File: config.mk
export PLATFORM = sky130hd
export DESIGN_NAME = heartbeat_failure_detector
export DESIGN_NICKNAME = d
export VERILOG_FILES = /design/src/rtl/hbfd_pkg.sv /design/src/rtl/hbfd_regs.sv /design/src/rtl/hbfd_ctrl.sv /design/src/rtl/hbfd_dp.sv /design/src/rtl/heartbeat_failure_detector.sv
export SDC_FILE = /design/constraint.sdc
export NUM_CORES = 1
export LEC_CHECK = 0
export BUFFER_PORTS_ARGS = -buffer_cell sky130_fd_sc_hd__clkbuf_2
export CAP_MARGIN = 15
export CORE_UTILIZATION = 35
export DETAILED_ROUTE_END_ITERATION = 8
export PLACE_DENSITY = 0.47
export SLEW_MARGIN = 20
export SYNTH_ARGS = -nofsm -noshare
export SYNTH_HDL_FRONTEND = slang
export SYNTH_HIERARCHICAL = 1
export SYNTH_SLANG_ARGS = --single-unit
File: constraint.sdc
create_clock -name clk -period 10.2 [get_ports clk]
set_input_delay 0.51 -clock clk [delete_from_list [all_inputs] [get_ports clk]]
set_output_delay 0.51 -clock clk [all_outputs]
set_load 0.005 [all_outputs]
File: src/rtl/hbfd_pkg.sv
// Shared types and constants for the heartbeat failure detector.
// Used by every module of the block; depends on nothing.
package hbfd_pkg;

  localparam int PEER_W = 4;
  localparam int AGE_W  = 16;
  localparam int CNT_W  = 5;

  localparam logic [AGE_W-1:0] AGE_MAX = '1;

  // Configuration reset values.
  localparam logic [PEER_W-1:0] OWN_ID_RST     = 4'd0;
  localparam logic [CNT_W-1:0]  PEER_COUNT_RST = 5'd4;
  localparam logic [AGE_W-1:0]  HB_PERIOD_RST  = 16'd2;
  localparam logic [AGE_W-1:0]  TIMEOUT_RST    = 16'd6;

  // Register indexes on the configuration port.
  typedef enum logic [1:0] {
    REG_OWN_ID     = 2'd0,
    REG_PEER_COUNT = 2'd1,
    REG_HB_PERIOD  = 2'd2,
    REG_TIMEOUT    = 2'd3
  } reg_idx_t;

  // Event kinds of a request.
  typedef enum logic [1:0] {
    CMD_TICK      = 2'd0,
    CMD_HEARTBEAT = 2'd1,
    CMD_SUSPICION = 2'd2,
    CMD_ALIVE     = 2'd3
  } cmd_t;

  // Result kinds.
  typedef enum logic {
    KIND_HEARTBEAT = 1'b0,
    KIND_SUSPICION = 1'b1
  } kind_t;

  typedef enum logic [1:0] {
    ST_IDLE  = 2'd0,
    ST_SCAN  = 2'd1,
    ST_FLUSH = 2'd2
  } state_t;

  typedef struct packed {
    logic [1:0]        cmd;
    logic [PEER_W-1:0] source_peer;
    logic [PEER_W-1:0] subject_peer;
  } req_t;

  typedef struct packed {
    logic              kind;
    logic [PEER_W-1:0] peer;
    logic              last;
  } rsp_t;

  typedef struct packed {
    logic [PEER_W-1:0] own_id;
    logic [CNT_W-1:0]  peer_count;
    logic [AGE_W-1:0]  heartbeat_period;
    logic [AGE_W-1:0]  timeout_ticks;
  } cfg_t;

  // Commands from the controller to the datapath.
  typedef struct packed {
    logic msg_apply;
    logic tick_start;
    logic scan_step;
    logic flush;
  } ctrl_cmd_t;

  // Status from the datapath to the controller.
  typedef struct packed {
    logic scan_done;
    logic flush_done;
  } dp_status_t;

endpackage

File: src/rtl/hbfd_regs.sv
// Configuration register file of the heartbeat failure detector.
// Depends on hbfd_pkg for the register layout and reset values.
module hbfd_regs
  import hbfd_pkg::*;
(
  input  logic        clk,
  input  logic        rst,
  input  logic        psel,
  input  logic        penable,
  input  logic        pwrite,
  input  logic [3:0]  paddr,
  input  logic [31:0] pwdata,
  output logic [31:0] prdata,
  output logic        pready,
  output cfg_t        cfg
);

  logic     wr_en;
  reg_idx_t idx;

  assign pready = 1'b1;
  assign wr_en  = psel && penable && pwrite;
  assign idx    = reg_idx_t'(paddr[3:2]);

  always_ff @(posedge clk) begin
    if (rst) begin
      cfg.own_id           <= OWN_ID_RST;
      cfg.peer_count       <= PEER_COUNT_RST;
      cfg.heartbeat_period <= HB_PERIOD_RST;
      cfg.timeout_ticks    <= TIMEOUT_RST;
    end else if (wr_en) begin
      case (idx)
        REG_OWN_ID:     cfg.own_id           <= pwdata[PEER_W-1:0];
        REG_PEER_COUNT: cfg.peer_count       <= pwdata[CNT_W-1:0];
        REG_HB_PERIOD:  cfg.heartbeat_period <= pwdata[AGE_W-1:0];
        REG_TIMEOUT:    cfg.timeout_ticks    <= pwdata[AGE_W-1:0];
        default: ;
      endcase
    end
  end

  always_comb begin
    case (idx)
      REG_OWN_ID:     prdata = 32'(cfg.own_id);
      REG_PEER_COUNT: prdata = 32'(cfg.peer_count);
      REG_HB_PERIOD:  prdata = 32'(cfg.heartbeat_period);
      REG_TIMEOUT:    prdata = 32'(cfg.timeout_ticks);
      default:        prdata = '0;
    endcase
  end

endmodule

File: src/rtl/hbfd_ctrl.sv
// Controller state machine of the heartbeat failure detector.
// Depends on hbfd_pkg for the state, command and status types.
module hbfd_ctrl
  import hbfd_pkg::*;
(
  input  logic       clk,
  input  logic       rst,
  input  logic       req_valid,
  input  logic [1:0] req_cmd,
  input  dp_status_t status,
  output logic       req_stall,
  output ctrl_cmd_t  cmd
);

  state_t state, state_next;
  logic   accept;

  always_ff @(posedge clk) begin
    if (rst) begin
      state <= ST_IDLE;
    end else begin
      state <= state_next;
    end
  end

  always_comb begin
    state_next     = state;
    req_stall      = 1'b1;
    cmd            = '0;
    accept         = 1'b0;
    case (state)
      ST_IDLE: begin
        req_stall      = 1'b0;
        accept         = req_valid;
        cmd.tick_start = accept && (cmd_t'(req_cmd) == CMD_TICK);
        cmd.msg_apply  = accept && (cmd_t'(req_cmd) != CMD_TICK);
        if (cmd.tick_start) begin
          state_next = ST_SCAN;
        end
      end
      ST_SCAN: begin
        cmd.scan_step = 1'b1;
        if (status.scan_done) begin
          state_next = ST_FLUSH;
        end
      end
      ST_FLUSH: begin
        cmd.flush = 1'b1;
        if (status.flush_done) begin
          state_next = ST_IDLE;
        end
      end
      default: begin
        state_next = ST_IDLE;
      end
    endcase
  end

endmodule

File: src/rtl/hbfd_dp.sv
// Datapath of the heartbeat failure detector: peer age memory, suspected
// flags, send timer, pending result and output register. Depends on hbfd_pkg.
module hbfd_dp
  import hbfd_pkg::*;
#(
  parameter int MAX_PEERS = 16
) (
  input  logic       clk,
  input  logic       rst,
  input  ctrl_cmd_t  cmd,
  input  cfg_t       cfg,
  input  req_t       req,
  input  logic       rsp_stall,
  output logic       rsp_valid,
  output rsp_t       rsp,
  output dp_status_t status
);

  localparam int IDX_W = (MAX_PEERS > 2) ? $clog2(MAX_PEERS) : 1;
  localparam int CW    = ((IDX_W > CNT_W) ? IDX_W : CNT_W) + 2;
  localparam logic [IDX_W-1:0] LAST_IDX = IDX_W'(MAX_PEERS - 1);
  localparam logic [CW-1:0]    MAX_CW   = CW'(MAX_PEERS);

  logic [AGE_W-1:0]     age_mem [MAX_PEERS];
  logic [MAX_PEERS-1:0] age_vld;
  logic [MAX_PEERS-1:0] susp;
  logic [AGE_W-1:0]     rd_data;
  logic                 rd_vld;
  logic [IDX_W-1:0]     rd_addr;
  logic [IDX_W-1:0]     scan_idx;
  logic [AGE_W-1:0]     send_timer;

  logic                 pend_valid;
  logic                 pend_kind;
  logic [PEER_W-1:0]    pend_peer;

  logic [AGE_W-1:0]     age_cur, age_new, timer_inc;
  logic                 hb_due;
  logic                 slot_active, slot_own, found;
  logic                 out_free, blocked, advance;
  logic                 load_scan, load_flush;

  logic [PEER_W-1:0]    msg_peer;
  logic [IDX_W-1:0]     msg_idx;
  logic                 msg_ok, msg_hb, msg_susp, msg_alive;

  logic                 we;
  logic [IDX_W-1:0]     waddr;
  logic [AGE_W-1:0]     wdata;

  // Message decode: suspicions name the subject, other messages the sender.
  always_comb begin
    msg_hb    = cmd.msg_apply && (cmd_t'(req.cmd) == CMD_HEARTBEAT);
    msg_susp  = cmd.msg_apply && (cmd_t'(req.cmd) == CMD_SUSPICION);
    msg_alive = cmd.msg_apply && (cmd_t'(req.cmd) == CMD_ALIVE);
    msg_peer  = msg_susp ? req.subject_peer : req.source_peer;
    msg_idx   = IDX_W'(msg_peer);
    msg_ok    = (CW'(msg_peer) < CW'(cfg.peer_count)) && (CW'(msg_peer) < MAX_CW);
  end

  // Scan of one peer slot per cycle while the walk is not blocked on a result.
  always_comb begin
    age_cur     = rd_vld ? rd_data : '0;
    age_new     = (age_cur == AGE_MAX) ? age_cur : age_cur + AGE_W'(1);
    slot_active = CW'(scan_idx) < CW'(cfg.peer_count);
    slot_own    = CW'(scan_idx) == CW'(cfg.own_id);
    found       = slot_active && !slot_own && !susp[scan_idx] &&
                  (age_new > cfg.timeout_ticks);
    out_free    = !rsp_valid || !rsp_stall;
    blocked     = found && pend_valid && !out_free;
    advance     = cmd.scan_step && !blocked;
    load_scan   = advance && found && pend_valid;
    load_flush  = cmd.flush && pend_valid && out_free;

    status.scan_done  = advance && (scan_idx == LAST_IDX);
    status.flush_done = cmd.flush && (!pend_valid || out_free);

    timer_inc = (send_timer == AGE_MAX) ? send_timer : send_timer + AGE_W'(1);
    hb_due    = timer_inc >= cfg.heartbeat_period;

    if (cmd.tick_start) begin
      rd_addr = '0;
    end else if (advance) begin
      rd_addr = scan_idx + IDX_W'(1);
    end else begin
      rd_addr = scan_idx;
    end

    we    = advance || (msg_hb && msg_ok);
    waddr = advance ? scan_idx : msg_idx;
    wdata = advance ? age_new : '0;
  end

  // Age memory with registered read.
  always_ff @(posedge clk) begin
    if (we) begin
      age_mem[waddr] <= wdata;
    end
    rd_data <= age_mem[rd_addr];
  end

  always_ff @(posedge clk) begin
    if (rst) begin
      age_vld    <= '0;
      rd_vld     <= 1'b0;
      susp       <= '0;
      send_timer <= '0;
      scan_idx   <= '0;
    end else begin
      rd_vld <= age_vld[rd_addr];
      if (we) begin
        age_vld[waddr] <= 1'b1;
      end
      if (cmd.tick_start) begin
        scan_idx   <= '0;
        send_timer <= hb_due ? '0 : timer_inc;
      end else if (advance) begin
        scan_idx <= scan_idx + IDX_W'(1);
      end
      if (advance && found) begin
        susp[scan_idx] <= 1'b1;
      end
      if (msg_ok && (msg_hb || msg_alive)) begin
        susp[msg_idx] <= 1'b0;
      end
      if (msg_ok && msg_susp) begin
        susp[msg_idx] <= 1'b1;
      end
    end
  end

  // The newest result waits here until the next one shows whether it is last.
  always_ff @(posedge clk) begin
    if (rst) begin
      pend_valid <= 1'b0;
    end else if (cmd.tick_start) begin
      pend_valid <= hb_due;
    end else if (advance && found) begin
      pend_valid <= 1'b1;
    end else if (load_flush) begin
      pend_valid <= 1'b0;
    end
  end

  always_ff @(posedge clk) begin
    if (cmd.tick_start) begin
      pend_kind <= KIND_HEARTBEAT;
      pend_peer <= '0;
    end else if (advance && found) begin
      pend_kind <= KIND_SUSPICION;
      pend_peer <= PEER_W'(scan_idx);
    end
  end

  always_ff @(posedge clk) begin
    if (rst) begin
      rsp_valid <= 1'b0;
    end else if (load_scan || load_flush) begin
      rsp_valid <= 1'b1;
    end else if (!rsp_stall) begin
      rsp_valid <= 1'b0;
    end
  end

  always_ff @(posedge clk) begin
    if (load_scan || load_flush) begin
      rsp.kind <= pend_kind;
      rsp.peer <= pend_peer;
      rsp.last <= load_flush;
    end
  end

endmodule

File: src/rtl/heartbeat_failure_detector.sv
// Heartbeat failure detector: a per-peer liveness monitor.
// Request channel (req_valid, req_stall, req) carries events; result channel
// (rsp_valid, rsp_stall, rsp) carries heartbeat and suspicion broadcasts.
// A request is taken at an edge with its valid high and stall low.
// Heartbeat, suspicion and alive requests update the peer table in the cycle
// they are taken and produce no result; the next request can follow at once.
// A tick request walks the age memory one peer slot per cycle while it does
// not pause, all MAX_PEERS slots, and then hands off its last pending result
// in a flush state before the controller returns to idle.
// Results leave through an output register; the final result of a tick has
// last set. A result is held stable while rsp_stall is high, and the walk
// pauses on a slot when a new result finds the pending register full and the
// output register stalled; a new request can be taken while a result waits.
// Reset (rst, synchronous, active high) clears all ages, flags and the send
// timer, loads the configuration defaults and empties the output register.
// Configuration registers are written over the APB port, at byte addresses
// 0, 4, 8 and 12, by the user only while idle; the block does not enforce it.
module heartbeat_failure_detector
  import hbfd_pkg::*;
#(
  parameter int MAX_PEERS = 16
) (
  input  logic        clk,
  input  logic        rst,
  input  logic        req_valid,
  output logic        req_stall,
  input  req_t        req,
  output logic        rsp_valid,
  input  logic        rsp_stall,
  output rsp_t        rsp,
  input  logic        psel,
  input  logic        penable,
  input  logic        pwrite,
  input  logic [3:0]  paddr,
  input  logic [31:0] pwdata,
  output logic [31:0] prdata,
  output logic        pready
);

  cfg_t       cfg;
  ctrl_cmd_t  cmd;
  dp_status_t status;

  // Register file for own id, group size, heartbeat period and timeout.
  hbfd_regs u_regs (
    .clk     (clk),
    .rst     (rst),
    .psel    (psel),
    .penable (penable),
    .pwrite  (pwrite),
    .paddr   (paddr),
    .pwdata  (pwdata),
    .prdata  (prdata),
    .pready  (pready),
    .cfg     (cfg)
  );

  // The controller takes requests only while idle and sequences the walk.
  hbfd_ctrl u_ctrl (
    .clk       (clk),
    .rst       (rst),
    .req_valid (req_valid),
    .req_cmd   (req.cmd),
    .status    (status),
    .req_stall (req_stall),
    .cmd       (cmd)
  );

  // The datapath holds the peer table and produces the results.
  hbfd_dp #(
    .MAX_PEERS (MAX_PEERS)
  ) u_dp (
    .clk       (clk),
    .rst       (rst),
    .cmd       (cmd),
    .cfg       (cfg),
    .req       (req),
    .rsp_stall (rsp_stall),
    .rsp_valid (rsp_valid),
    .rsp       (rsp),
    .status    (status)
  );

endmodule
==> results of run 1 <==
-- state kept, by name, summed over array words and instances (netlist names) --
register	cells
u_dp/pend_peer	4
u_dp/rd_data	16
u_dp/pend_valid	1
u_dp/age_mem	256
u_dp/rsp_valid	1
u_dp/rsp	6
u_dp/age_vld	16
u_regs/cfg	41
u_dp/pend_kind	1
u_ctrl/state	2
u_dp/susp	16
u_dp/send_timer	16
u_dp/rd_vld	1
u_dp/scan_idx	4
-- worst max-delay path, stage by stage (launching register included) --
cell and delay, ns:
dfxtp_1 0.74, and2_1 0.28, ha_1 0.21, nand3_1 0.08, nor2_1 0.33, nand4_1 0.20, nor2_1 0.14, nand4_1 0.45
and4_1 0.45, and2_1 0.20, nand4_1 0.10, xor2_1 0.23, nor2b_1 0.13, ha_1 0.31, nand4_1 0.14, nor4_1 0.78
a211oi_1 0.42, o31a_2 0.65, xnor2_4 0.42, buf_12 0.46, mux2_2 0.42, nor2_1 0.11, nor4_1 0.07, mux2_2 0.27
-- cells by family after synthesis --
kind of cell,share of synthesized area (%)
AOI/OAI and AO/OA,13.63
xor gates and xnor gates,1.723
adders and majority gates,3.069
buffers and inverters,4.031
DFF,57.13
muxes,7.365
other,0.04186
and+or+nand+nor,13.01
-- placed cells by master, fill, tap and decap left out, types with 11 or more instances in the layout --
| master | count |
|---|---|
| xor2_1 | 17 |
| dfxtp_1 | 119 |
| nor4_1 | 37 |
| nor2_1 | 138 |
| conb_1 | 17 |
| o22a_1 | 12 |
| nand2_1 | 70 |
| inv_1 | 44 |
| a21oi_1 | 49 |
| ha_1 | 44 |
| xnor2_1 | 12 |
| nor3_1 | 26 |
| clkbuf_16 | 45 |
| nor2b_1 | 19 |
| buf_4 | 31 |
| and2_1 | 22 |
| nand3_1 | 21 |
| nand4_1 | 14 |
| o21a_1 | 90 |
| mux2i_1 | 60 |
| and3_1 | 11 |
| a22o_1 | 13 |
| mux2_2 | 52 |
| clkbuf_2 | 57 |
| clkbuf_1 | 16 |
| nand2b_1 | 64 |
| a211oi_1 | 93 |
| edfxtp_1 | 262 |
-- where the power goes --
| group | switching [uW] | internal, uW |
|---|---|---|
| registers | 14.9 | 1650 |
| clock network | 642 | 983 |
| logic | 152 | 81.2 |
| total | 809 | 2720 |
-- synthesized netlist by cell type, types with 10 or more instances --
master,instances
o21a_1,90
nor4_1,37
buf_2,29
a32o_1,10
nor2b_1,19
xnor2_1,12
and3_1,11
a211oi_1,94
xor2_1,17
buf_4,21
nand4_1,14
inv_1,44
nor2_1,139
mux2_2,52
and2_1,22
clkbuf_1,53
nand2_1,70
o21ai_0,10
ha_1,44
a22o_1,13
mux2i_1,60
nor3_1,26
nand2b_1,64
o22a_1,12
edfxtp_1,262
dfxtp_1,119
a21oi_1,49
nand3_1,21
-- final timing paths --
path,startpoint,slack [ns],cells past startpoint,endpoint
setup / recovery,u_dp/rd_vld,2.22,23,u_dp/rd_data[15]
hold / removal,rsp_stall,0.20,3,u_dp/rsp_valid
setup reg to reg,u_dp/rd_vld,2.22,23,u_dp/rd_data[15]
hold reg to reg,u_dp/pend_peer[1],0.43,0,u_dp/rsp[2]
-- layout make-up --
class | instances | area (um^2)
Timing Repair Buffer | 91 | 563.0
Sequential cell | 381 | 10250
Inverter | 45 | 168.9
Antenna cell | 1 | 2.502
Tap cell | 672 | 840.8
Fill cell | 4790 | 29930
Clock buffer | 66 | 1255
Multi-Input combinational cell | 1002 | 7128
Clock inverter | 18 | 236.5
-- layer usage --
layer	share of wire (%)	track usage, %	up-vias
met5	0.026	0	-
met4	2.4	5.956	2
met3	4.4	3.181	84
met2	46	30.40	282
met1	47	26.85	6021
li1	-	-	5731
-- metrics by stage --
step | std cells | instance area, um^2 | power [uW]
2_1_floorplan | 1537 | 18000 | 1860
3_3_place_gp | 2191 | 18950 | 1934
3_5_place_dp | 2191 | 18950 | 1935
4_1_cts | 2275 | 20440 | 3569
5_1_grt | 2275 | 20440 | 3654
6_report | 2276 | 20440 | 3527
==> out/metrics.yaml, run 1 <==
grt_overflow: 0
postRouteWirelength_um: 50020
gp_congestion: 0.7992
ioPinCount: 94
clk-insertion-delay-late_ns: 0.58
dieArea_mm2: 0.05217
fin_nets: 1663
grt_pass1_wl_um: 76420
synth_largest_area_cell: "edfxtp_1"
drtPass1Iterations: 5
post_cts_resized: 0
grt_pass1_vias: 11970
clk_path_buf_depth: 3
rsz0062_at_grt: "false"
skew_ns: 0.02000
powerDensity_mw_per_mm2: 172.5
ir_drop_uv: 145.8
ctsHtreeMaxLevel: 2
antenna_found_initial: 2
setup_tns_ns: 0
clkTransAtPathRegs_ns: 0.06
ys_warn_count: 6
start_util_pct: 35.61
portBuffers: 58
period_needed_ns: 7.978
synth.top_cell.area_share_pct: 43.85
final_hold_viol_count: 0
hpwl_um: 29200
outcome: "finished, final reports clean"
yosys-top-cells-area: "edfxtp_1 44%, dfxtp_1 13%, a211oi_1 3.9%, o21a_1 3.8%, mux2i_1 3.3%"
place_ws_ns: 2.302
dr.first_iter.drc_count: 700
cts.sinks: 381
die_h_um: 228.4
yosys_most_used_dff: "edfxtp_1"
crit_arrival_ns: 8.43
routedWlPerCell_um: 21.98
vias_per_cell: 5.325
drv_cap: 0
grt_usage_pct: 19.22
start_kind: "flip-flop"
synthCells: 1522
via_count: 12120
cp-end-kind: "flip-flop"
hold_buffers: 0
maxSlewHeadroom_pct: 29.46
cts_setup_buffers: 0
drcViolationCount: 0
max_freq_mhz: 125.3
async_flop_share_pct: 0
ys_seq_elements: 381
tightest_slew_ns: 1.054
root_buffer: "clkbuf_16"
whs_ns: 0.2038
ys_types: 77
drive_gt1_share_pct: 15.47
ys_seq_area_share_pct: 57.13
grt_max_degree: 120
rows: 82
synth_edf_count: 262
die_w_um: 228.4
worst_ep_required_time_ns: 10.65
syn_to_final_growth_pct: 13.95
power_leakage_uw: 0.007586
crit_fanout: 119
slew_viol_final: 0
hold_path.class: "in2reg"
final_util_pct: 40.58
worst-setup-path-type: "reg2reg"
avgSynthCellArea_um2: 11.79
ant_nets: 0
setup_slack_ns: 2.222
cts_tree: "done"
synth_area_mm2: 0.01794
design.core.area_mm2: 0.05038
fin_crit_sh_pct: 78.21
cts_buffers: 45
setup_violations: 0
(Power assumes the default switching activity.)
==> inputs of run 2 (changes only) <==
ABC_AREA = 1   (was default)
PLACE_DENSITY = 0.46   (was 0.47)
clock period = 7.72 ns   (was 10.2 ns; I/O delays follow)
==> run 2 against run 1 <==
  * Register-to-register slack got worse by 0.69 ns
  * Maximum frequency rose by 29%
  * Cell count grew 34%
  * Synthesized cell count is 50% higher
  * Area after synthesis increased by 7.6%
  * Combinational power grew 75%
  * Highest routed layer is now met4
  * Clock-buffer cell count down 3
  * Critical endpoint is now u_dp/age_mem[1][0]
  * Flip-flop and latch count did not move
  * Design area rose by 6.0%
  * Sequential power rose by 33%
  * Clock skew is 0.0072 ns higher
  * Hold slack worse by 0.12 ns
==> out/metrics.yaml, run 2 <==
outcome: "finished, final reports clean"
cp_top_family: "simple AND/OR/NAND/NOR gates"
ctsHtreeMaxLevel: 2  # unchanged
comb_power_share_pct: 8.6  # +2.0 points
synth_area_mm2: 0.01931  # +7.6%
synth.top_cell.area_share_pct: 40.75  # -3.1 points
maxSlewHeadroom_pct: 22.59  # -6.9 points
hold_path.class: "in2reg"
slew_viol_final: 0  # unchanged
powerDensity_mw_per_mm2: 219.7  # +27%
die_w_um: 236.9  # +3.7%
grt_overflow: 0  # unchanged
final_cells: 3044  # +34%
ys_seq_area_share_pct: 53.09  # -4.0 points
period_needed_ns: 6.192  # -1.786 ns
max_freq_mhz: 161.5  # +29%
grt_pass1_vias: 14450  # +21%
grt_usage_pct: 20.09  # +0.87 points
crit_fanout: 26  # -78%
via_count: 15300  # +26%
p_sw_uw: 1193  # +47%
fin_crit_sh_pct: 80.21  # +2.0 points
hpwl_um: 32100  # +9.9%
start_util_pct: 35.66  # +0.050 points
crit_path_max_incr_delay_ns: 0.85  # +0.07 ns
drcViolationCount: 0  # unchanged
yosys_most_used_dff: "edfxtp_1"
crit_arrival_ns: 6.18  # -2.25 ns
grt_use_met2_pct: 33.07  # +2.7 points
stdcell_area_mm2: 0.02167  # +6.0%
die_h_um: 236.9  # +3.7%
final_common_cell: "nand2_1"
synth_largest_area_cell: "edfxtp_1"
avgSynthCellArea_um2: 8.431  # -28%
p_int_uw: 3569  # +31%
cts.sinks: 381  # unchanged
ys_seq_elements: 381  # unchanged
yosys-top-cells-area: "edfxtp_1 41%, dfxtp_1 12%, nand2_1 8.7%, inv_1 8.3%, nand3_1 8.0%"
gp_congestion: 0.8248  # +3.2%
antenna_cells: 0  # -1
grtUsageMet1_pct: 27.30  # +0.45 points
vias_per_cell: 5.025  # -5.6%
drv_cap: 0  # unchanged
setup_tns_ns: 0  # unchanged
ant_nets: 0  # unchanged
postRouteWirelength_um: 56010  # +12%
clkTransAtPathRegs_ns: 0.06  # about the same
worst_ep_required_time_ns: 7.71  # -2.94 ns
antenna_found_initial: 0  # -2
post_cts_resized: 0  # unchanged
cts_buffers: 45  # unchanged
syn_to_final_growth_pct: 12.24
hold_buffers: 0  # unchanged
post_dp_cell_area_mm2: 0.02018  # +6.5%
ys_warn_count: 6  # unchanged
ir_drop_uv: 151.9  # +4.2%
clk-insertion-delay-late_ns: 0.59  # about the same
cts_setup_buffers: 0  # unchanged
dieArea_mm2: 0.05610  # +7.5%
final_cell_mix: "449 x nand2_1, 425 x inv_1, 309 x nand3_1, 262 x edfxtp_1, 169 x nor2_1"
path_buf_inv: 4  # +3
start_kind: "flip-flop"
cts_tree: "done"
drive_gt1_share_pct: 8.816  # -6.7 points
top_usage_layer: "met2"
worst-setup-path-type: "reg2reg"
seqPwrFrac_pct: 46.6  # -0.7 points
clkPwrFrac_pct: 44.8  # -1.3 points
tightest_slew_ns: 1.161  # +0.1069 ns
ioPinCount: 94  # unchanged
ys_types: 46  # -40%
cp_common_cell: "nor2_1"
setup_violations: 0  # unchanged
rsz0062_at_grt: "false"
dp_cells: 2960  # +35%
cpMaxStageDelayCell: "clkinv_1"
rows: 85  # +3.7%
top_register: "u_dp/age_mem"
dr.first_iter.drc_count: 1216  # +74%
grt_pass1_wl_um: 86390  # +13%
synth_edf_count: 262  # unchanged
drtPass1Iterations: 5  # unchanged
power_leakage_uw: 0.009360  # +23%
synthCells: 2290  # +50%
final_util_pct: 40.03  # -0.55 points
synth_most_common_cell: "nand2_1"
largest_reg_flops: 256  # unchanged
fin_nets: 2408  # +45%
skew_ns: 0.02721  # +0.007206 ns
design.core.area_mm2: 0.05413  # +7.5%
grt_max_degree: 136  # +13%
cp-end-kind: "flip-flop"
swShare_pct: 25.05  # +2.1 points
grt_use_met3_pct: 2.903  # -0.28 points
synthTopCellsByCount: "449 x nand2_1, 428 x inv_1, 310 x nand3_1, 262 x edfxtp_1, 172 x nor2_1"
root_buffer: "clkbuf_16"
finalPower_uw: 4761  # +35%
final_hold_viol_count: 0  # unchanged
portBuffers: 58  # unchanged
async_flop_share_pct: 0  # unchanged
clk_path_buf_depth: 3  # unchanged
routedWlPerCell_um: 18.40  # -16%
reg_top3: "u_dp/age_mem (256), u_regs/cfg (41)"
[run 2: logic make-up after synthesis]
logic type      after synthesis  share of synthesized area (%)
simple gates               1132                          26.80
buf+inv                     574                          12.15
flops                       381                          53.09
compound gates              141                          4.342
fa+ha+maj                    44                          2.852
xor+xnor                     16                         0.7258
other cells                   2                        0.03890
[run 2: through the flow]
stage	hold WS, ns	setup WS [ns]
floorplan	0.4030	3.361
global placement	0.4157	1.739
detailed placement	0.4265	1.635
CTS	0.06083	1.598
global route	0.1000	0.9506
finish	0.08442	1.528
[run 2: power groups by stage]
| stage | sequential (uW) | clock (uW) | combinational [uW] |
|---|---|---|---|
| floorplan | 2250 | 0 | 296 |
| global placement | 2260 | 0 | 408 |
| detailed placement | 2260 | 0 | 411 |
| CTS | 2220 | 2190 | 413 |
| global route | 2220 | 2260 | 463 |
| finish | 2220 | 2130 | 410 |
[run 2: routing by layer]
metal | vias up | share of wire, % | routed length, um
li1 | 7530 | - | -
met1 | 7318 | 46 | 25730
met2 | 365 | 47 | 26100
met4 | 0 | 2.3 | 1314
met3 | 84 | 5.1 | 2864
met5 | - | 0 | 0
[run 2: cell type report]
class | count | area, um^2
fillers | 5449 | 32460
flip-flops and latches | 381 | 10250
well taps | 696 | 870.8
multi-input cells | 1350 | 6815
clock inverters | 21 | 206.4
repair buffers | 95 | 605.6
clock buffers | 63 | 1275
inverters | 438 | 1647
[run 2: final timing paths]
check               startpoint                  to  slack (ns)  depth (start not counted)
max                u_dp/rd_vld  u_dp/age_mem[1][0]        1.53                         27
min                  pwdata[2]      u_regs/cfg[34]        0.08                          3
max reg2reg        u_dp/rd_vld  u_dp/age_mem[1][0]        1.53                         27
min reg2reg  u_dp/pend_peer[3]         u_dp/rsp[4]        0.44                          0
[run 2: worst register-to-register path, cell delays in order (launching register included)]
cell	delay, ns
dfxtp_1	0.31
buf_4	0.23
nand2_1	0.15
inv_1	0.08
ha_1	0.18
nand2_1	0.06
nor2_1	0.12
nand2_1	0.09
nor2_1	0.18
nand3_1	0.15
nor2_1	0.28
inv_1	0.13
nand3_1	0.14
nor2_1	0.09
a21boi_0	0.26
nor2_1	0.13
ha_1	0.31
nand2_1	0.06
nor2_1	0.12
nand2_1	0.09
nor2_1	0.25
nor2_2	0.09
nand4_2	0.15
nand2_4	0.23
o21ai_0	0.53
nor2_1	0.18
nand3_1	0.15
clkinv_1	0.85
